<file path="config.mk">
export PLATFORM = sky130hd
export DESIGN_NAME = dwc_mac
export DESIGN_NICKNAME = d
export VERILOG_FILES = /design/src/hdl/dwc_pkg.sv /design/src/hdl/dwc_mac.sv
export SDC_FILE = /design/constraint.sdc
export NUM_CORES = 1
export LEC_CHECK = 0
export BUFFER_PORTS_ARGS = -buffer_cell sky130_fd_sc_hd__buf_2
export CAP_MARGIN = 20
export CORE_UTILIZATION = 25
export DETAILED_ROUTE_END_ITERATION = 6
export GPL_TIMING_DRIVEN = 1
export PLACE_DENSITY = 0.38
export SYNTH_ARGS = -nofsm -noshare
export SYNTH_HDL_FRONTEND = slang
export SYNTH_SLANG_ARGS = --single-unit
</file>
<file path="constraint.sdc">
create_clock -name clk -period 7.35 [get_ports clk]
set_input_delay 0 -clock clk [delete_from_list [all_inputs] [get_ports clk]]
set_output_delay 0 -clock clk [all_outputs]
set_load 0.03 [all_outputs]
</file>
<file path="src/hdl/dwc_pkg.sv">
// ----------------------------------------------------------------------------
// dwc_pkg
// Shared constants, codes and types of the depthwise int8 convolution block.
// ----------------------------------------------------------------------------
package dwc_pkg;

    localparam int MAX_HEIGHT = 64;
    localparam int MAX_WIDTH  = 64;
    localparam int MAX_KERNEL = 8;

    localparam int HB = $clog2(MAX_HEIGHT);
    localparam int WB = $clog2(MAX_WIDTH);
    localparam int KB = $clog2(MAX_KERNEL);

    localparam int PIX_AW    = HB + WB;
    localparam int WGT_AW    = 2 * KB;
    localparam int PIX_DEPTH = MAX_HEIGHT * MAX_WIDTH;
    localparam int WGT_DEPTH = MAX_KERNEL * MAX_KERNEL;

    localparam int DATA_W  = 8;
    localparam int PROD_W  = 2 * DATA_W;
    localparam int SUM_W   = 22;
    localparam int COORD_W = 10;
    localparam int SPAN_W  = 16;
    localparam int CFG_W   = 32;
    localparam int CFG_IW  = 3;

    localparam int HDIM_W = 7;
    localparam int KDIM_W = 4;

    localparam logic [1:0] REQ_PIXEL   = 2'd0;
    localparam logic [1:0] REQ_WEIGHT  = 2'd1;
    localparam logic [1:0] REQ_COMPUTE = 2'd2;

    localparam logic [CFG_W-1:0] PAD_UNIFORM_MAX = 32'h0000_00FF;

    typedef enum logic [CFG_IW-1:0] {
        REG_IN_HEIGHT     = 3'd0,
        REG_IN_WIDTH      = 3'd1,
        REG_KERNEL_HEIGHT = 3'd2,
        REG_KERNEL_WIDTH  = 3'd3,
        REG_STRIDE        = 3'd4,
        REG_PADDING_WORD  = 3'd5,
        REG_PAD_VALUE     = 3'd6,
        REG_RELU_ENABLE   = 3'd7
    } cfg_idx_t;

    typedef struct packed {
        logic clear;
        logic tap;
        logic in_plane;
    } mac_ctrl_t;

endpackage

</file>
<file path="src/hdl/dwc_mac.sv">
// ----------------------------------------------------------------------------
// dwc_mac
// Multiply-accumulate datapath: pad select, registered product, accumulator.
// ----------------------------------------------------------------------------
module dwc_mac
    import dwc_pkg::*;
(
    input  logic                     clk,
    input  logic                     rst_n,
    input  mac_ctrl_t                ctrl,
    input  logic signed [DATA_W-1:0] pixel,
    input  logic signed [DATA_W-1:0] weight,
    input  logic signed [DATA_W-1:0] pad_value,
    output logic signed [SUM_W-1:0]  acc
);

    logic signed [DATA_W-1:0] px;
    logic signed [PROD_W-1:0] prod_reg;
    logic                     prod_valid_reg;
    logic signed [SUM_W-1:0]  acc_reg;
    logic signed [SUM_W-1:0]  prod_ext;

    assign px       = ctrl.in_plane ? pixel : pad_value;
    assign prod_ext = {{(SUM_W-PROD_W){prod_reg[PROD_W-1]}}, prod_reg};
    assign acc      = acc_reg;

    always_ff @(posedge clk)
    begin
        if (ctrl.tap)
        begin
            prod_reg <= px * weight;
        end
    end

    always_ff @(posedge clk or negedge rst_n)
    begin
        if (!rst_n)
        begin
            prod_valid_reg <= 1'b0;
            acc_reg        <= '0;
        end
        else
        begin
            prod_valid_reg <= ctrl.tap;
            if (ctrl.clear)
            begin
                acc_reg <= '0;
            end
            else if (prod_valid_reg)
            begin
                acc_reg <= acc_reg + prod_ext;
            end
        end
    end

endmodule

</file>
==> results of run 1 <==
==> cells by family (layout without fill, tap and decap cells) <==
logic type      count (synthesis)  after routing
simple gates                  159            159
xor+xnor                       28             28
buf+inv                       109            156
flops                          39             39
compound gates                 77             77
fa+ha+maj                     106            106
mux                            23             23
==> layout make-up <==
class                   instances  area, um^2  area share
clock inverters                 3        67.6      0.0115
clock buffers                   5         125      0.0214
repair buffers                 52         268      0.0457
well taps                     265         332      0.0566
flip-flops and latches         39        1060       0.180
multi-input cells             393        3650       0.623
inverters                      96         360      0.0615
==> power breakdown <==
| part | internal [W] | leakage, nW | switching (W) |
|---|---|---|---|
| clock network | 0.000195 | 0.0900 | 0.0000946 |
| logic | 0.000741 | 2.25 | 0.000993 |
| registers | 0.000364 | 0.460 | 0.0000624 |
==> per-layer routing <==
| metal | up-vias | track usage |
|---|---|---|
| li1 | 1878 | - |
| met1 | 1769 | 0.151 |
| met2 | 72 | 0.206 |
| met3 | 12 | 0.0126 |
| met4 | 0 | 0.0342 |
| met5 | - | 0 |
==> synthesized netlist by cell type (2+ instances only) <==
library cell	number
buf_2	3
a21oi_1	23
nand2b_1	10
o21ai_0	10
nand2_1	23
ha_1	50
edfxtp_1	16
a211oi_1	2
a211o_1	2
xor2_1	4
or3_1	7
o21a_1	4
fa_1	56
nand3_1	6
nand3b_1	2
a21o_1	6
a22o_1	3
a221oi_2	2
a31o_2	2
a31oi_1	5
and2_1	9
clkbuf_1	9
inv_1	96
dfrtp_1	23
mux2i_1	21
and4_1	2
nor2_1	30
nor3_1	2
nand4b_1	3
nor2b_1	45
mux2_2	2
and3_1	4
nand4_1	8
or4_1	2
xnor2_1	24
nor4_1	2
o211ai_1	7
==> metrics by stage <==
| stage | setup slack (ns) | instance area (um^2) |
|---|---|---|
| 6_report | 2.65 | 5860 |
| 4_1_cts | 2.62 | 5860 |
| 2_1_floorplan | 2.55 | 5120 |
| 5_1_grt | 2.31 | 5860 |
| 3_3_place_gp | 2.43 | 5660 |
| 3_5_place_dp | 2.33 | 5660 |
==> how the worst max path moves through the flow <==
stage | end | startpoint | depth (start not counted) | slack [ns]
floorplan | prod_reg[15] | ctrl[0] | 16 | 2.55
global placement | prod_reg[15] | ctrl[0] | 16 | 2.43
detailed placement | prod_reg[15] | ctrl[0] | 16 | 2.33
CTS | prod_reg[15] | ctrl[0] | 16 | 2.62
global route | prod_reg[15] | ctrl[0] | 16 | 2.31
finish | prod_reg[15] | ctrl[0] | 16 | 2.65
==> timing repair <==
| item | CTS | global route |
|---|---|---|
| gates resized for setup | 0 | 0 |
| hold buffers | 1 | 0 |
| hold endpoints to repair | 23 | 0 |
==> results_dict.tcl, run 1 <==
set metrics [dict create \
    synthAdderAreaFrac 0.341 \
    power_density_mw_per_mm2 418 \
    drt-met1-wl_um 5940 \
    synth_top_family_by_area "adder cells" \
    hp-class "input port to flop" \
    hold_viol 0 \
    drv_cap 0 \
    cts_root_buf "clkbuf_16" \
    peakVddDrop_mv 0.143 \
    avgSynthCellArea_um2 9.47 \
    dieArea_mm2 0.0211 \
    drive_gt1_frac 0.122 \
    relSlewSlack 0.502 \
    synthesis.nets 676 \
    synth_top_cell_area_share 0.219 \
    finalWirelength_um 11800 \
    clock_sinks 39 \
    fin_cells 853 \
    slew_viol_final 0 \
    die_h_um 145 \
    cts_buffer_depth 2 \
    path_buf_inv 4 \
    hold_depth 1 \
    cts_made_buffers 5 \
    firstDrtPassIters 4 \
    hold_slack_ns 0.0447 \
    clock_skew_ns 0.00745 \
    final_common_cell "inv_1" \
    area_growth_pct 14.4 \
    syn-instance-count 541 \
    antenna_cells 0 \
    path_cells "buf_2, mux2i_1, nand2_1, fa_1, fa_1, inv_1, fa_1, inv_1, fa_1, inv_1, ha_1, nor2b_1, or4_1, a211oi_2, a21oi_1, xnor2_1" \
    rows 51 \
    dp_cells 844 \
    worstHoldStart "ctrl[1]" \
    wl_per_cell_um 13.8 \
    clkLatencyLatePin_ns 0.29 \
    status "finished clean" \
    worstSetupEndpointType "flop" \
    vias 3731 \
    grt_max_degree 30 \
    final.setup.tns_ns 0 \
    layout.nets 722 \
    portBuffers 50 \
    viasPerCell 4.37 \
    syn_area_mm2 0.00512 \
    slowest_delay_ns 0.61 \
    die_w_um 145 \
    track_usage 0.117 \
    min_period_ns 4.70 \
    hold_end "prod_valid_reg" \
    synth-edff-count 16 \
    ios 51 \
    first_global_vias 4041 \
    drt_iter0_markers 116 \
    cpMostUsedCell "fa_1" \
    p_leak_nw 2.80 \
    cp_data_required_time_ns 7.38 \
    crit_path_top_delay_cell "mux2i_1" \
    setup_viol 0 \
    remaining_drc_errors 0 \
    fmax_mhz 213 \
    dr_wl_met2_um 5410 \
    criticalPathCategory "input port to flop" \
    finalCritPeriodShare 0.640 \
    utilization 0.296 \
    yosys-top-cells-area "fa_1 (22%), ha_1 (12%), dfrtp_1 (11%), edfxtp_1 (9.4%), inv_1 (7.0%)" \
    top_layer_used "met4" \
    r2r_setup_slack_ns 4.59 \
    rsz0062_at_grt "false" \
    grt_remaining_overflow 0 \
    grt_pass1_wl_um 20100 \
    initial_core_util 0.259 \
    post_cts_buffers 0 \
    timing.rr.start "acc[0]" \
    hpwl_um 9780 \
    rr_endpoint "acc[20]" \
    largest_register_ff_count 22 \
    wl_met3_um 284 \
    muxShareOfSynthArea 0.0454 \
    yosys.area.top_type "fa_1" \
    crit_fanout 8 \
    power_w 0.00245 \
    synth_compound_area_frac 0.106 \
    coreArea_mm2 0.0198 \
    ys_async_sr_fraction 0.590 \
    yosys_register_bits 39 \
    synth_xor_area_frac 0.0479 \
    path_clk_slew_ns 0.06 \
    worstMarginPinSlew_ns 0.744 \
    gp_congestion 0.797 \
    synth-simple-area-share 0.172 \
    crit_family "adder cells" \
    antenna_found_initial 0 \
    reg2regPathDepth 9 \
    fillerInstances 2108 \
    ys_types 53 \
    postRouteAntennaNets 0 \
    cp_data_arrival_time_ns 4.74 \
    htreeDepth 2 \
    layout_common_cells "inv_1 (96), fa_1 (56), ha_1 (50), buf_2 (50), nor2b_1 (45)" \
    start_kind "input port" \
    yosysWarnings 0 \
    ys_seq_area_frac 0.206 \
    ys.flop_type "dfrtp_1" \
    cts_tree "built" \
]
Power figures use the tool's default switching activity.
==> run 2, diff against run 1 <==
--- a/config.mk
+++ b/config.mk
@@ -5,6 +5,7 @@
 export SDC_FILE = /design/constraint.sdc
 export NUM_CORES = 1
 export LEC_CHECK = 0
+export ABC_AREA = 1
 export BUFFER_PORTS_ARGS = -buffer_cell sky130_fd_sc_hd__buf_2
 export CAP_MARGIN = 20
 export CORE_UTILIZATION = 25
==> constraint.sdc (replaced) <==
create_clock -name clk -period 4.6 [get_ports clk]
set_input_delay 0 -clock clk [delete_from_list [all_inputs] [get_ports clk]]
set_output_delay 0 -clock clk [all_outputs]
set_load 0.03 [all_outputs]
==> run 2 against run 1 <==
  * Via count increased by 24%
  * Sequential power grew 71%
  * Worst setup slack worse by 2.1 ns
  * Non-clock buffer count grew 12
  * Critical path type unchanged
  * Critical endpoint unchanged
  * Largest cell class unchanged
  * Largest power group unchanged
  * Highest routed layer unchanged
==> results_dict.tcl, run 2 <==
set metrics [dict create \
    yosysWarnings 0 \
    coreArea_mm2 0.0212 \
    synth_top_cell_area_share 0.207 \
    syn-instance-count 750 \
    yosysMostFrequentCell "nand2_1" \
    hpwl_um 11900 \
    syn_area_mm2 0.00541 \
    postRouteAntennaNets 0 \
    yosys.area.top_type "fa_1" \
    yosys_register_bits 39 \
    crit_fanout 15 \
    ys.flop_type "dfrtp_1" \
    ys_seq_area_frac 0.195 \
    dieArea_mm2 0.0222 \
    ios 51 \
    setup_viol 0 \
    cts_buffer_depth 2 \
    status "finished clean" \
    viasPerCell 4.23 \
    muxShareOfSynthArea 0.00185 \
    hp-class "input port to flop" \
    grt_max_degree 24 \
    finalInstanceArea_mm2 0.00628 \
    initial_core_util 0.256 \
    synthAdderAreaFrac 0.323 \
    largest_register_ff_count 22 \
    finalWirelength_um 14000 \
    min_period_ns 4.05 \
    power_density_mw_per_mm2 711 \
    clkLatencyLatePin_ns 0.30 \
    fin_ws_ns 0.545 \
    layout_common_cells "nand2_1 (207), inv_1 (172), nor2_1 (84), fa_1 (56)" \
    path_clk_slew_ns 0.06 \
    finalCritPeriodShare 0.882 \
    relSlewSlack 0.580 \
    cp_data_required_time_ns 4.65 \
    criticalPathCategory "input port to flop" \
    avgSynthCellArea_um2 7.22 \
    synthTopCellsByCount "nand2_1 (207), inv_1 (172), nor2_1 (84)" \
    drv_cap 0 \
    final.setup.tns_ns 0 \
    vias 4622 \
    hold_end "prod_valid_reg" \
    reg2regPathDepth 10 \
    portBuffers 50 \
    htreeDepth 2 \
    worstHoldStart "ctrl[1]" \
    cpMostUsedCell "inv_1" \
    fmax_mhz 247 \
    die_w_um 149 \
    ys_async_sr_fraction 0.590 \
    antenna_found_initial 0 \
    rsz0062_at_grt "false" \
    synth-simple-area-share 0.274 \
    area_growth_pct 16.0 \
    peakVddDrop_mv 0.229 \
    hold_slack_ns 0.0663 \
    r2r_setup_slack_ns 2.49 \
    rr_endpoint "acc[14]" \
    ys_types 31 \
    remaining_drc_errors 0 \
    cts_root_buf "clkbuf_16" \
    first_global_vias 4862 \
    dp_slack_ns 0.192 \
    worstMarginPinSlew_ns 0.630 \
    power_w 0.00446 \
    synth_top_family_by_area "adder cells" \
    firstDrtPassIters 4 \
    synth_compound_area_frac 0.0557 \
    track_usage 0.138 \
    layout.nets 952 \
    path_cells "buf_2, nand2_1, o21ai_1, buf_4, nor2_1, fa_1, inv_1, fa_1, inv_1, fa_1, inv_1, fa_1, inv_1, ha_1, nand2_1, nor3_1, nand3_1, nand3_1, inv_1, nand2_1, nand2_1" \
    cts_made_buffers 5 \
    worstSetupEndpointType "flop" \
    grt_remaining_overflow 0 \
    gp_congestion 0.793 \
    grt_pass1_wl_um 24100 \
    synthesis.nets 885 \
    wl_per_cell_um 12.8 \
    slew_viol_final 0 \
    crit_path_top_delay_cell "fa_1" \
    die_h_um 149 \
    clock_skew_ns 0.00862 \
    synth_xor_area_frac 0.0259 \
    hold_depth 1 \
    hold_viol 0 \
    placed_area_mm2 0.00608 \
    rows 53 \
    cts_tree "built" \
    slowest_delay_ns 0.56 \
    clock_sinks 39 \
    drive_gt1_frac 0.112 \
    cp_data_arrival_time_ns 4.11 \
    drt_iter0_markers 173 \
    yosys-top-cells-area "fa_1 (21%), nand2_1 (14%), inv_1 (12%), ha_1 (12%), dfrtp_1 (11%)" \
    p_leak_nw 3.46 \
    final_common_cell "nand2_1" \
    timing.rr.start "acc[0]" \
    synth-edff-count 16 \
    start_kind "input port" \
    antenna_cells 0 \
]
## run 2: cell count changes in the layout (fill, tap and decap cells not counted), sizes merged, moves of 20 or more
cell / change
inv: +78
mux2i: -20
nand2: +189
nand3: +30
nor2: +61
nor2b: -45
## run 2: how the worst max path moves through the flow
stage	slack, ns	startpoint	endpoint	cells past startpoint
CTS	0.49	ctrl[0]	prod_reg[15]	21
finish	0.55	ctrl[0]	prod_reg[15]	21
detailed placement	0.19	ctrl[0]	prod_reg[15]	21
global route	0.15	ctrl[0]	prod_reg[14]	19
floorplan	0.47	ctrl[0]	prod_reg[12]	16
global placement	0.21	ctrl[0]	prod_reg[13]	18
## run 2: power breakdown
part / internal [W] / switching (W)
registers: 0.000605 / 0.000122
logic: 0.00118 / 0.00209
clock network: 0.000312 / 0.000157
total: 0.00210 / 0.00237
## run 2: cells by family after synthesis
kind of cell | after synthesis
and+or+nand+nor | 356
buffers and inverters | 178
adders and majority gates | 106
AOI/OAI and AO/OA | 54
DFF | 39
xor gates and xnor gates | 16
muxes | 1
## run 2: per-stage QoR
step                      instances  utilization
after floorplan                 750            -
after global placement         1084        0.288
after detailed placement       1084        0.288
after CTS                      1093        0.297
after global routing           1093        0.297
final                          1093        0.297
## run 2: final cells by class
class                           instances  area, um^2
Fill cell                            2336       14900
Multi-Input combinational cell        533        3680
Sequential cell                        39        1060
Inverter                              174         653
Timing Repair Buffer                   64         358
Tap cell                              275         344
Clock buffer                            6         129
Clock inverter                          2        60.1
## run 2: repair_timing
item,in CTS,in global routing
buffers inserted,0,0
resized for setup,0,0
hold endpoints to repair,23,0
hold buffers,1,0
## run 2: metal layers
metal / global-route usage / vias up / wire, um
met5: 0 / - / 0
met4: 0.0245 / 0 / 125
met3: 0.0119 / 9 / 279
met2: 0.240 / 45 / 6670
met1: 0.187 / 2157 / 6920
li1: - / 2411 / -
## run 2: critical path: cells and delay by family
family | cells | cell delay [ns]
adders and majority gates | 5 | 2.50
and+or+nand+nor | 8 | 0.83
buffers and inverters | 7 | 0.70
AOI/OAI and AO/OA | 1 | 0.07
